===== src/hw/rtl/dwps_pkg.sv =====
`default_nettype none

package dwps_pkg;

  localparam int unsigned CountW  = 16;
  localparam int unsigned ErrW    = 16;
  localparam int unsigned DriveW  = 10;
  localparam int unsigned TargetW = 12;
  localparam int unsigned GainW   = 8;
  localparam int unsigned PeriodW = 16;
  localparam int unsigned CfgIdxW = 4;
  localparam int unsigned CfgDataW = 16;

  localparam logic [DriveW-1:0]  DriveMax    = 10'h3FF;
  localparam logic [PeriodW-1:0] PeriodReset = 16'd5000;

  // configuration register map
  localparam logic [CfgIdxW-1:0] RegTarget  = 4'd0;
  localparam logic [CfgIdxW-1:0] RegPeriod  = 4'd1;
  localparam logic [CfgIdxW-1:0] RegRightKp = 4'd2;
  localparam logic [CfgIdxW-1:0] RegRightKi = 4'd3;
  localparam logic [CfgIdxW-1:0] RegRightKd = 4'd4;
  localparam logic [CfgIdxW-1:0] RegLeftKp  = 4'd5;
  localparam logic [CfgIdxW-1:0] RegLeftKi  = 4'd6;
  localparam logic [CfgIdxW-1:0] RegLeftKd  = 4'd7;

  typedef struct packed {
    logic load;      // word accepted into the front stage
    logic tick_upd;  // accepted word runs a control update
    logic adv;       // front stage moves to the output stage
    logic s1_upd;    // word in the front stage runs an update
  } lane_ctrl_t;

endpackage

`default_nettype wire


===== src/hw/rtl/dwps_lane.sv =====
`default_nettype none

module dwps_lane (
  input  wire logic                           clk,
  input  wire logic                           rst,
  input  wire dwps_pkg::lane_ctrl_t           ctrl,
  input  wire logic                           level,
  input  wire logic [dwps_pkg::TargetW-1:0]   target,
  input  wire logic [dwps_pkg::GainW-1:0]     kp,
  input  wire logic [dwps_pkg::GainW-1:0]     ki,
  input  wire logic [dwps_pkg::GainW-1:0]     kd,
  output logic      [dwps_pkg::DriveW-1:0]    drive,
  output logic      [dwps_pkg::DriveW-1:0]    drive_next,
  output logic      [dwps_pkg::CountW-1:0]    pulses
);

  localparam int unsigned ProdW = dwps_pkg::ErrW + dwps_pkg::GainW + 1;
  localparam int unsigned AccW  = ProdW + 2;

  // front stage state
  logic                                armed;
  logic [dwps_pkg::CountW-1:0]         count;
  logic [dwps_pkg::CountW-1:0]         last_count;
  logic [dwps_pkg::ErrW-1:0]           prev_error;
  logic signed [dwps_pkg::ErrW-1:0]    error_sum;

  // front stage payload for the PID stage
  logic signed [dwps_pkg::ErrW-1:0]    s1_err;
  logic signed [dwps_pkg::ErrW-1:0]    s1_sum;
  logic signed [dwps_pkg::ErrW-1:0]    s1_diff;

  logic [dwps_pkg::CountW-1:0]         count_next;
  logic [dwps_pkg::CountW-1:0]         interval;
  logic [dwps_pkg::ErrW-1:0]           err_bits;
  logic [dwps_pkg::ErrW-1:0]           diff_bits;
  logic signed [dwps_pkg::ErrW:0]      sum_wide;
  logic signed [dwps_pkg::ErrW-1:0]    sum_sat;

  logic signed [dwps_pkg::GainW:0]     kp_s;
  logic signed [dwps_pkg::GainW:0]     ki_s;
  logic signed [dwps_pkg::GainW:0]     kd_s;
  logic signed [ProdW-1:0]             p_term;
  logic signed [ProdW-1:0]             i_term;
  logic signed [ProdW-1:0]             d_term;
  logic signed [AccW-1:0]              acc;
  logic [dwps_pkg::DriveW-1:0]         clamped;

  always_comb begin
    count_next = (level && armed) ? count + {{(dwps_pkg::CountW-1){1'b0}}, 1'b1} : count;
    interval   = count_next - last_count;
    err_bits   = {{(dwps_pkg::ErrW-dwps_pkg::TargetW){1'b0}}, target} - interval;
    diff_bits  = err_bits - prev_error;
    sum_wide   = {error_sum[dwps_pkg::ErrW-1], error_sum}
               + {err_bits[dwps_pkg::ErrW-1], err_bits};
    // saturate when the two top bits disagree
    if (sum_wide[dwps_pkg::ErrW] != sum_wide[dwps_pkg::ErrW-1]) begin
      sum_sat = sum_wide[dwps_pkg::ErrW] ? {1'b1, {(dwps_pkg::ErrW-1){1'b0}}}
                                         : {1'b0, {(dwps_pkg::ErrW-1){1'b1}}};
    end else begin
      sum_sat = sum_wide[dwps_pkg::ErrW-1:0];
    end
  end

  always_ff @(posedge clk) begin
    if (rst) begin
      armed      <= 1'b1;
      count      <= '0;
      last_count <= '0;
      prev_error <= '0;
      error_sum  <= '0;
    end else if (ctrl.load) begin
      armed <= ~level;
      count <= count_next;
      if (ctrl.tick_upd) begin
        last_count <= count_next;
        prev_error <= err_bits;
        error_sum  <= sum_sat;
      end
    end
  end

  always_ff @(posedge clk) begin
    if (ctrl.load && ctrl.tick_upd) begin
      s1_err  <= err_bits;
      s1_sum  <= sum_sat;
      s1_diff <= diff_bits;
    end
  end

  // PID stage: three independent products and one add tree
  always_comb begin
    kp_s   = {1'b0, kp};
    ki_s   = {1'b0, ki};
    kd_s   = {1'b0, kd};
    p_term = ProdW'(s1_err) * ProdW'(kp_s);
    i_term = ProdW'(s1_sum) * ProdW'(ki_s);
    d_term = ProdW'(s1_diff) * ProdW'(kd_s);
    acc    = {{(AccW-dwps_pkg::DriveW){1'b0}}, drive}
           + {{2{p_term[ProdW-1]}}, p_term}
           + {{2{i_term[ProdW-1]}}, i_term}
           + {{2{d_term[ProdW-1]}}, d_term};
    if (acc[AccW-1]) begin
      clamped = '0;
    end else if (acc > {{(AccW-dwps_pkg::DriveW){1'b0}}, dwps_pkg::DriveMax}) begin
      clamped = dwps_pkg::DriveMax;
    end else begin
      clamped = acc[dwps_pkg::DriveW-1:0];
    end
    drive_next = ctrl.s1_upd ? clamped : drive;
  end

  always_ff @(posedge clk) begin
    if (rst) begin
      drive <= '0;
    end else if (ctrl.adv) begin
      drive <= drive_next;
    end
  end

  // count holds the front stage word's value until it moves on
  always_ff @(posedge clk) begin
    if (ctrl.adv) begin
      pulses <= count;
    end
  end

endmodule

`default_nettype wire


===== src/hw/rtl/dwps_merge.sv =====
`default_nettype none

module dwps_merge (
  input  wire logic                         clk,
  input  wire logic                         adv,
  input  wire logic [dwps_pkg::DriveW-1:0]  right_next,
  input  wire logic [dwps_pkg::DriveW-1:0]  left_next,
  output logic      [dwps_pkg::DriveW-1:0]  drive_pwm
);

  logic [dwps_pkg::DriveW:0] total;

  assign total = {1'b0, right_next} + {1'b0, left_next};

  always_ff @(posedge clk) begin
    if (adv) begin
      drive_pwm <= total[dwps_pkg::DriveW:1];
    end
  end

endmodule

`default_nettype wire


===== src/hw/rtl/dual_wheel_encoder_pid_speed.sv =====
// Channel | Handshake            | Payload
// in      | in_valid / in_ready  | right_level, left_level
// out     | out_valid / out_ready| drive_pwm, right_drive, left_drive,
//         |                      | right_pulses, left_pulses, updated
// cfg     | cfg_valid / cfg_ready| cfg_index, cfg_data
//
// Two stages: front (edge count, tick count, error/sum/diff) and PID
// (three products, add, clamp, mean) which is also the output register.
// One word per cycle unless stalled; out_valid rises as the front word advances.
// A stalled output holds its word while the front stage takes one more.
// Synchronous reset clears valid flags, counters, drives; cfg_ready stays high.
`default_nettype none

module dual_wheel_encoder_pid_speed (
  input  wire logic                           clk,
  input  wire logic                           rst,
  input  wire logic                           in_valid,
  output logic                                in_ready,
  input  wire logic                           right_level,
  input  wire logic                           left_level,
  output logic                                out_valid,
  input  wire logic                           out_ready,
  output logic      [dwps_pkg::DriveW-1:0]    drive_pwm,
  output logic      [dwps_pkg::DriveW-1:0]    right_drive,
  output logic      [dwps_pkg::DriveW-1:0]    left_drive,
  output logic      [dwps_pkg::CountW-1:0]    right_pulses,
  output logic      [dwps_pkg::CountW-1:0]    left_pulses,
  output logic                                updated,
  input  wire logic                           cfg_valid,
  output logic                                cfg_ready,
  input  wire logic [dwps_pkg::CfgIdxW-1:0]   cfg_index,
  input  wire logic [dwps_pkg::CfgDataW-1:0]  cfg_data
);

  logic [dwps_pkg::TargetW-1:0] target_pulses;
  logic [dwps_pkg::PeriodW-1:0] period_ticks;
  logic [dwps_pkg::GainW-1:0]   right_kp, right_ki, right_kd;
  logic [dwps_pkg::GainW-1:0]   left_kp, left_ki, left_kd;

  logic                         s1_valid;
  logic                         s1_upd;
  logic [dwps_pkg::PeriodW-1:0] tick_count;
  logic [dwps_pkg::PeriodW:0]   tick_sum;
  logic                         tick_hit;
  logic                         load;
  logic                         adv;
  dwps_pkg::lane_ctrl_t         ctrl;
  logic [dwps_pkg::DriveW-1:0]  right_next;
  logic [dwps_pkg::DriveW-1:0]  left_next;

  assign cfg_ready = 1'b1;

  always_ff @(posedge clk) begin
    if (rst) begin
      target_pulses <= '0;
      period_ticks  <= dwps_pkg::PeriodReset;
      right_kp      <= '0;
      right_ki      <= '0;
      right_kd      <= '0;
      left_kp       <= '0;
      left_ki       <= '0;
      left_kd       <= '0;
    end else if (cfg_valid && cfg_ready) begin
      unique case (cfg_index)
        dwps_pkg::RegTarget:  target_pulses <= cfg_data[dwps_pkg::TargetW-1:0];
        dwps_pkg::RegPeriod:  period_ticks  <= cfg_data[dwps_pkg::PeriodW-1:0];
        dwps_pkg::RegRightKp: right_kp      <= cfg_data[dwps_pkg::GainW-1:0];
        dwps_pkg::RegRightKi: right_ki      <= cfg_data[dwps_pkg::GainW-1:0];
        dwps_pkg::RegRightKd: right_kd      <= cfg_data[dwps_pkg::GainW-1:0];
        dwps_pkg::RegLeftKp:  left_kp       <= cfg_data[dwps_pkg::GainW-1:0];
        dwps_pkg::RegLeftKi:  left_ki       <= cfg_data[dwps_pkg::GainW-1:0];
        dwps_pkg::RegLeftKd:  left_kd       <= cfg_data[dwps_pkg::GainW-1:0];
        default: ;
      endcase
    end
  end

  // pipeline flow
  assign adv      = s1_valid && (!out_valid || out_ready);
  assign in_ready = !s1_valid || adv;
  assign load     = in_valid && in_ready;

  // incremented tick compared without wrap; period zero hits every tick
  assign tick_sum = {1'b0, tick_count} + {{dwps_pkg::PeriodW{1'b0}}, 1'b1};
  assign tick_hit = tick_sum >= {1'b0, period_ticks};

  always_ff @(posedge clk) begin
    if (rst) begin
      s1_valid   <= 1'b0;
      out_valid  <= 1'b0;
      tick_count <= '0;
    end else begin
      if (load) begin
        s1_valid   <= 1'b1;
        tick_count <= tick_hit ? '0 : tick_sum[dwps_pkg::PeriodW-1:0];
      end else if (adv) begin
        s1_valid <= 1'b0;
      end
      if (adv) begin
        out_valid <= 1'b1;
      end else if (out_ready) begin
        out_valid <= 1'b0;
      end
    end
  end

  always_ff @(posedge clk) begin
    if (load) begin
      s1_upd <= tick_hit;
    end
    if (adv) begin
      updated <= s1_upd;
    end
  end

  always_comb begin
    ctrl.load     = load;
    ctrl.tick_upd = tick_hit;
    ctrl.adv      = adv;
    ctrl.s1_upd   = s1_upd;
  end

  dwps_lane u_right (
    .clk        (clk),
    .rst        (rst),
    .ctrl       (ctrl),
    .level      (right_level),
    .target     (target_pulses),
    .kp         (right_kp),
    .ki         (right_ki),
    .kd         (right_kd),
    .drive      (right_drive),
    .drive_next (right_next),
    .pulses     (right_pulses)
  );

  dwps_lane u_left (
    .clk        (clk),
    .rst        (rst),
    .ctrl       (ctrl),
    .level      (left_level),
    .target     (target_pulses),
    .kp         (left_kp),
    .ki         (left_ki),
    .kd         (left_kd),
    .drive      (left_drive),
    .drive_next (left_next),
    .pulses     (left_pulses)
  );

  dwps_merge u_merge (
    .clk        (clk),
    .adv        (adv),
    .right_next (right_next),
    .left_next  (left_next),
    .drive_pwm  (drive_pwm)
  );

  a_stall_blocks_input: assert property (@(posedge clk) disable iff (rst)
    (s1_valid && out_valid && !out_ready) |-> !in_ready)
    else $error("input taken while both stages are full and stalled");

  a_out_from_front: assert property (@(posedge clk) disable iff (rst)
    $rose(out_valid) |-> $past(s1_valid))
    else $error("output word appeared without a front stage word");

  a_mean_in_range: assert property (@(posedge clk) disable iff (rst)
    out_valid |-> (((drive_pwm <= right_drive) || (drive_pwm <= left_drive)) &&
                   ((drive_pwm >= right_drive) || (drive_pwm >= left_drive))))
    else $error("common drive outside the two wheel drives");

  a_hold_without_update: assert property (@(posedge clk) disable iff (rst)
    (adv && !s1_upd) |=> ($stable(right_drive) && $stable(left_drive)))
    else $error("wheel drive changed on a word without an update");

endmodule

`default_nettype wire

===== config.mk =====
export PLATFORM = sky130hd
export DESIGN_NAME = dual_wheel_encoder_pid_speed
export DESIGN_NICKNAME = d
export VERILOG_FILES = /design/src/hw/rtl/dwps_pkg.sv /design/src/hw/rtl/dwps_lane.sv /design/src/hw/rtl/dwps_merge.sv /design/src/hw/rtl/dual_wheel_encoder_pid_speed.sv
export SDC_FILE = /design/constraint.sdc
export NUM_CORES = 2
export LEC_CHECK = 0
export BUFFER_PORTS_ARGS = -buffer_cell sky130_fd_sc_hd__buf_2
export CAP_MARGIN = 20
export CELL_PAD_IN_SITES_DETAIL_PLACEMENT = 0
export CELL_PAD_IN_SITES_GLOBAL_PLACEMENT = 1
export CORE_MARGIN = 1
export CORE_UTILIZATION = 32
export CTS_CLUSTER_SIZE = 16
export DETAILED_ROUTE_END_ITERATION = 7
export GPL_TIMING_DRIVEN = 0
export PLACE_DENSITY = 0.65
export SLEW_MARGIN = 20
export SYNTH_ARGS = -nofsm -noshare
export SYNTH_HDL_FRONTEND = slang
export SYNTH_SLANG_ARGS = --single-unit

===== constraint.sdc =====
create_clock -name clk -period 11.4 [get_ports clk]
set_clock_uncertainty 0.1 [all_clocks]
set_input_delay 1.14 -clock clk [delete_from_list [all_inputs] [get_ports clk]]
set_output_delay 1.14 -clock clk [all_outputs]
set_load 0.02 [all_outputs]

# Yosys cells after proc, flatten, opt, wreduce, memory -nomap -nowiden
# Index checks and enable logic that the tools add are counted.
# word_totals
output_inout_bits,66
inputBits,27
wordCells,110
register_bits,384
# op_classes
mux,17
n_mul,6
bitwise_logic,2
magnitude_cmp,3
reduce_logical,21
n_eq_ne,9
add_sub_neg,18
# ops
cell,count
$mul A16 B9 Y25,6
$mux W16,7
$add A27 B27 Y27,4
$sub A16 B16 Y16,4
$mux W10,6
$gt A27 B10 Y1 const B,2
$add A11 B25 Y26,2
$add A16 B16 Y17,2
$add A16 B1 Y16 const B,2
$sub A12 B16 Y16,2
$reduce_and A2 Y1,9
$add A16 B1 Y17 const B,1
$ge A17 B16 Y1,1
$eq A4 B3 Y1 const B,4
$add A10 B10 Y11,1
$eq A4 B2 Y1 const B,2
$logic_and A1 B1 Y1,5
$eq A4 B1 Y1 const B,1
$logic_not A4 Y1,1
$mux W1,4
$reduce_bool A2 Y1,2
$logic_not A1 Y1,2
$logic_or A1 B1 Y1,2
$ne A1 B1 Y1,2
$not A1 Y1,2

# Logic depth before layout (Yosys ltp)
# logic_depth
depth_word,9
depth_mapped,49
mapped_depth_nobuf,47

# Hierarchy
# A second synthesis with hierarchy kept.
# unflattened
cells_unflattened,5541
area_unflattened_um2,51459.4
# modules_own_cells
module,n_inst,area_per_inst_um2,seq_area_each_um2,cells_per_inst
dwps_lane at u_right,1,23412.5,3423.3,2517
dwps_lane at u_left,1,23009.6,3423.3,2477
dual_wheel_encoder_pid_speed,1,4290.4,1941.9,482
dwps_merge,1,747.0,300.3,65

# Worst setup path after synthesis
# OpenSTA, ideal clock, no wires.
# synth_timing
kind,flip-flop to flip-flop
startpoint,register left_kd[0] in the netlist's numbering
endpoint,"register u_merge.drive_pwm[9] in the netlist's numbering, data pin"
slack_ns,1.328
required_time_ns,11.043
setup_time_ns,0.257
period_less_slack_ns,10.072
path_buffers,2
t_arrival_ns,9.715
stages_incl_launch_ff,48
cell_sequence,dfxtp_1 -> clkbuf_1 -> clkbuf_1 -> nand2_1 -> fa_1 -> fa_1 -> inv_1 -> ha_1 -> inv_1 -> fa_1 -> inv_1 -> ha_1 -> a21o_1 -> a21oi_1 -> o21bai_1 -> a21oi_1 -> o21bai_1 -> a21o_1 -> [... 12 more ...] -> a31oi_1 -> xor2_1 -> nand2_1 -> or4_1 -> o41a_1 -> o2111ai_2 -> o21ai_0 -> fa_1 -> a21oi_1 -> nor2_1 -> nor2_1 -> o21bai_1 -> a21oi_1 -> o21ai_0 -> a21oi_1 -> nor2b_1 -> o21ai_0 -> nand2b_1
# synth_between
elab_chain_cells,7
# synth_rtl
item,line_no,rtl
start: declaration,dual_wheel_encoder_pid_speed.sv:38,"logic [dwps_pkg::GainW-1:0] left_kp, left_ki, left_kd;"
start signal: assignment,dual_wheel_encoder_pid_speed.sv:72,dwps_pkg::RegLeftKd: left_kd <= cfg_data[dwps_pkg::GainW-1:0];
$mul A16 B9 Y25 *,dwps_lane.sv:97,d_term = ProdW'(s1_diff) * ProdW'(kd_s);
$add A27 B27 Y27 *,dwps_lane.sv:101,"+ {{2{d_term[ProdW-1]}}, d_term};"
$gt A27 B10 Y1,dwps_lane.sv:104,"end else if (acc > {{(AccW-dwps_pkg::DriveW){1'b0}}, dwps_pkg::DriveMax}) begin"
$mux W10,dwps_lane.sv:104,
$mux W10 *,dwps_lane.sv:102,if (acc[AccW-1]) begin
$mux W10 *,dwps_lane.sv:109,drive_next = ctrl.s1_upd ? clamped : drive;
$add A10 B10 Y11 *,dwps_merge.sv:13,"assign total = {1'b0, right_next} + {1'b0, left_next};"
net u_merge.total (one bit),dwps_merge.sv:11,logic [dwps_pkg::DriveW:0] total;
end signal: assignment,dwps_merge.sv:17,drive_pwm <= total[dwps_pkg::DriveW:1];
end: declaration,dwps_merge.sv:8,output logic [dwps_pkg::DriveW-1:0] drive_pwm
# Mark *: on every way through the listed nets, which the timed path passes. The rest lies on a longest branch.
# A chain may end at the register's enable or synchronous reset.

# Worst setup path in the final report
# layout_timing
startpoint,register left_kp[5] in the netlist's numbering
endpoint,"register u_merge.drive_pwm[9] in the netlist's numbering, data pin"
# layout_between
elab_chain_cells,9
# layout_rtl
item,line_no,rtl
start: declaration,dual_wheel_encoder_pid_speed.sv:38,
start signal: assignment,dual_wheel_encoder_pid_speed.sv:70,dwps_pkg::RegLeftKp: left_kp <= cfg_data[dwps_pkg::GainW-1:0];
$mul A16 B9 Y25 *,dwps_lane.sv:95,p_term = ProdW'(s1_err) * ProdW'(kp_s);
$add A11 B25 Y26 *,dwps_lane.sv:99,"+ {{2{p_term[ProdW-1]}}, p_term}"
$add A27 B27 Y27 *,dwps_lane.sv:100,"+ {{2{i_term[ProdW-1]}}, i_term}"
$add A27 B27 Y27 *,dwps_lane.sv:101,
$gt A27 B10 Y1,dwps_lane.sv:104,
$mux W10,dwps_lane.sv:104,
$mux W10 *,dwps_lane.sv:102,
$mux W10 *,dwps_lane.sv:109,
$add A10 B10 Y11 *,dwps_merge.sv:13,
net u_merge.total (one bit),dwps_merge.sv:11,
# Marks and branches as above.

==> metrics.txt <==
post-synthesis cell type with the largest combined area sky130_fd_sc_hd__fa_1; antenna violations before repair 4; initial core utilization 32.2%; Die Area 163000 um2; maximum number of pins on one net before global-route repair 47; ratio of cells with drive above 1 in the final layout 5.35%; global-route wire length before repair 215000 um; clock slew at reported path FFs 0.07 ns; type of the worst setup path register to register; crit path from left_kp[5]; Max Buffers Root-to-Sink 3; Multi-input gate area 38400 um2; part of the cycle the worst path needs 95.9%; final core area utilization 35.5%; PwrDens 77.1 nW/um2; Hold Crit Class register to register; RSZ-0062 raised after global routing no; Slew headroom 24.4%; CORE AREA 160000 um2; signal arrival time at the worst endpoint 11.18 ns; Total GRT Usage 16.8%; sort of element at the end of the critical path register; num rows 147; Non-Filler Cell Area, Final 56900 um2; Detailed Place HPWL 116000 um; PnR Total Power 4.39 mW; Routed WL 136000 um; Final setup violation count 0; worst-path fanout max 10; top-level I/O count 93; final hold viol count 0; count of synthesis-stage warnings from yosys 0; worst slack, placed -0.668 ns; TritonCTS clock tree yes; maximum vdd drop 0.115 mV; relative area change from synthesis to final layout 10.2%; final worst hold slack 0.356 ns; Synth Net Count 6936; TritonCTS sink count 384; number of antenna repair diodes 0; post-route minimum period 10.93 ns; number of DRC violations after detailed routing 0; post-layout net count 7069; Initial DRT Pass Iterations 8; slowest cell on the critical path sky130_fd_sc_hd__dfxtp_1; slew at the pin closest to its max-slew limit 1.13 ns; final worst slack 0.466 ns; Maximum Capacitance Violations 0; synthesized instance count 5674; register area share after synthesis 17.6%; initial DRC count 2082; routed len/inst 17.0 um; number of flip-flops and latches in the synthesized netlist 384; startpoint of the lowest-slack hold path period_ticks[13]; final number of max-transition violations 0; final weighted congestion in routability-driven placement 0.843; number of placed instances with taps included 7919; clock buffer count from CTS 48; top post-synthesis cells by area sky130_fd_sc_hd__fa_1, sky130_fd_sc_hd__ha_1, sky130_fd_sc_hd__dfxtp_1, sky130_fd_sc_hd__edfxtp_1, sky130_fd_sc_hd__inv_1; via count 37600; post-synth top area share 27.6%; Final Non-Filler Cells 8006; status complete, no violations; Crit path largest cell delay 0.58 ns; Buffers on Ports 82; number of H-tree levels 2; Data required, critical path 11.65 ns; highest clock frequency the design can meet 91.5 MHz; clock insertion delay at the later pin of the skew report 0.62 ns; filler cell count 16600; remaining global-route overflow 0; Mapped Area 51700 um2; cell repeated most along the worst path sky130_fd_sc_hd__fa_1; Post-DRT Antenna Nets 0; EDFF count, synth 140; clock root cell sky130_fd_sc_hd__clkbuf_16; sum of negative setup slack 0 ns; Die Width 404 um; instance area after placement 54900 um2; kind of start point of the critical path register; post-synthesis average cell area 9.10 um2; vias in the first global route 38600; die height 404 um; footprint of the flip-flops and latches 9140 um2; routed vias/inst 4.70; standby leakage power 27.7 nW; launch instance of the worst register-to-register path left_kp[5]; share of async-settable or async-resettable flops after synthesis 0%; count of distinct cell types in the synthesized netlist 89; dominant register cell in the synthesized netlist sky130_fd_sc_hd__dfxtp_1
## cell usage after synthesis (34+ instances only)
| library cell | number |
|---|---|
| sky130_fd_sc_hd__nand3_1 | 62 |
| sky130_fd_sc_hd__xor2_1 | 99 |
| sky130_fd_sc_hd__a21o_1 | 56 |
| sky130_fd_sc_hd__clkbuf_1 | 138 |
| sky130_fd_sc_hd__o211ai_1 | 46 |
| sky130_fd_sc_hd__a21oi_1 | 212 |
| sky130_fd_sc_hd__and3_1 | 48 |
| sky130_fd_sc_hd__o21bai_1 | 62 |
| sky130_fd_sc_hd__nand2b_1 | 35 |
| sky130_fd_sc_hd__and2_1 | 497 |
| sky130_fd_sc_hd__ha_1 | 524 |
| sky130_fd_sc_hd__mux2i_1 | 103 |
| sky130_fd_sc_hd__fa_1 | 711 |
| sky130_fd_sc_hd__edfxtp_1 | 140 |
| sky130_fd_sc_hd__nand2_1 | 471 |
| sky130_fd_sc_hd__dfxtp_1 | 244 |
| sky130_fd_sc_hd__a31oi_1 | 34 |
| sky130_fd_sc_hd__nor2_1 | 399 |
| sky130_fd_sc_hd__a211oi_1 | 47 |
| sky130_fd_sc_hd__nor3_1 | 61 |
| sky130_fd_sc_hd__inv_1 | 1011 |
| sky130_fd_sc_hd__o21ai_0 | 111 |
| sky130_fd_sc_hd__xnor2_1 | 225 |
## layer usage
| metal | up-vias | share of wire, % | global-route usage (%) |
|---|---|---|---|
| met5 | - | 0 | 0 |
| met4 | 0 | 2.8 | 4.27 |
| met3 | 141 | 4.2 | 2.12 |
| met2 | 606 | 43 | 26.4 |
| met1 | 18400 | 50 | 24.1 |
| li1 | 18500 | - | - |
## worst max-delay path: cells and delay by family (launching register included)
kind	cells	cell delay [ns]
AO/OA/AOI/OAI	19	4.01
XOR/XNOR	1	0.21
adder cells (fa/ha/maj)	9	3.99
buffers and inverters	4	0.54
flip-flops	1	0.58
AND/OR/NAND/NOR	7	1.20
## report_power, final
group	switching [mW]	internal [mW]	leakage [nW]	total (mW)
clock	0.671	0.977	0.826	1.65
combinational	0.795	0.443	23.6	1.24
sequential	0.0219	1.48	3.24	1.51
## path summary, 6_finish.rpt
kind | end | slack, ns | cells past startpoint
worst max-delay path | u_merge.drive_pwm[9] | 0.47 | 40
worst max register to register | u_merge.drive_pwm[9] | 0.47 | 40
worst min-delay path | period_ticks[13] | 0.36 | 2
worst min register to register | period_ticks[13] | 0.36 | 2
## cells by family (layout without fill, tap and decap cells)
family | count (synthesis) | after routing | share of synthesized area, %
AND/OR/NAND/NOR | 1706 | 1706 | 16.3
adder cells (fa/ha/maj) | 1235 | 1235 | 40.2
buffers and inverters | 1164 | 1336 | 8.48
AO/OA/AOI/OAI | 755 | 755 | 9.80
flip-flops | 384 | 384 | 17.6
XOR/XNOR | 325 | 325 | 5.52
multiplexers | 104 | 104 | 2.02
other | 1 | 1 | 0.00726
## placed cells by master, fill, tap and decap left out, drive strengths merged, types with 35 or more instances in the layout
cell type	netlist	final
o211ai	47	47
xnor2	226	226
nor2	399	399
and3	48	48
xor2	99	99
a31oi	35	35
dfxtp	244	244
inv	1011	1014
fa	711	711
a211oi	49	49
a21o	58	58
a21oi	216	216
ha	524	524
o21ai	115	115
and2	497	497
o21bai	62	62
nand2	471	471
nand3	63	63
edfxtp	140	140
nand2b	35	35
mux2i	103	103
nor3	61	61
clkbuf	138	184
buf	14	112
## final cells by class
cell class | instances | area share [%]
multi-input combinational | 4126 | 67.5
clock buffer | 61 | 2.42
sequential | 384 | 16.0
inverter | 1012 | 6.67
timing repair buffer | 92 | 0.914
tap | 2160 | 4.75
clock inverter | 28 | 0.589
buffer | 143 | 1.10
## repair_timing
item	in CTS	in global routing
hold buffers	0	0
setup endpoints to repair	5	5
setup buffers	2	4
gates resized for setup	40	101
pin swaps	4	9
hold endpoints to repair	0	0
No activity file was read; power rests on OpenSTA's default activity.
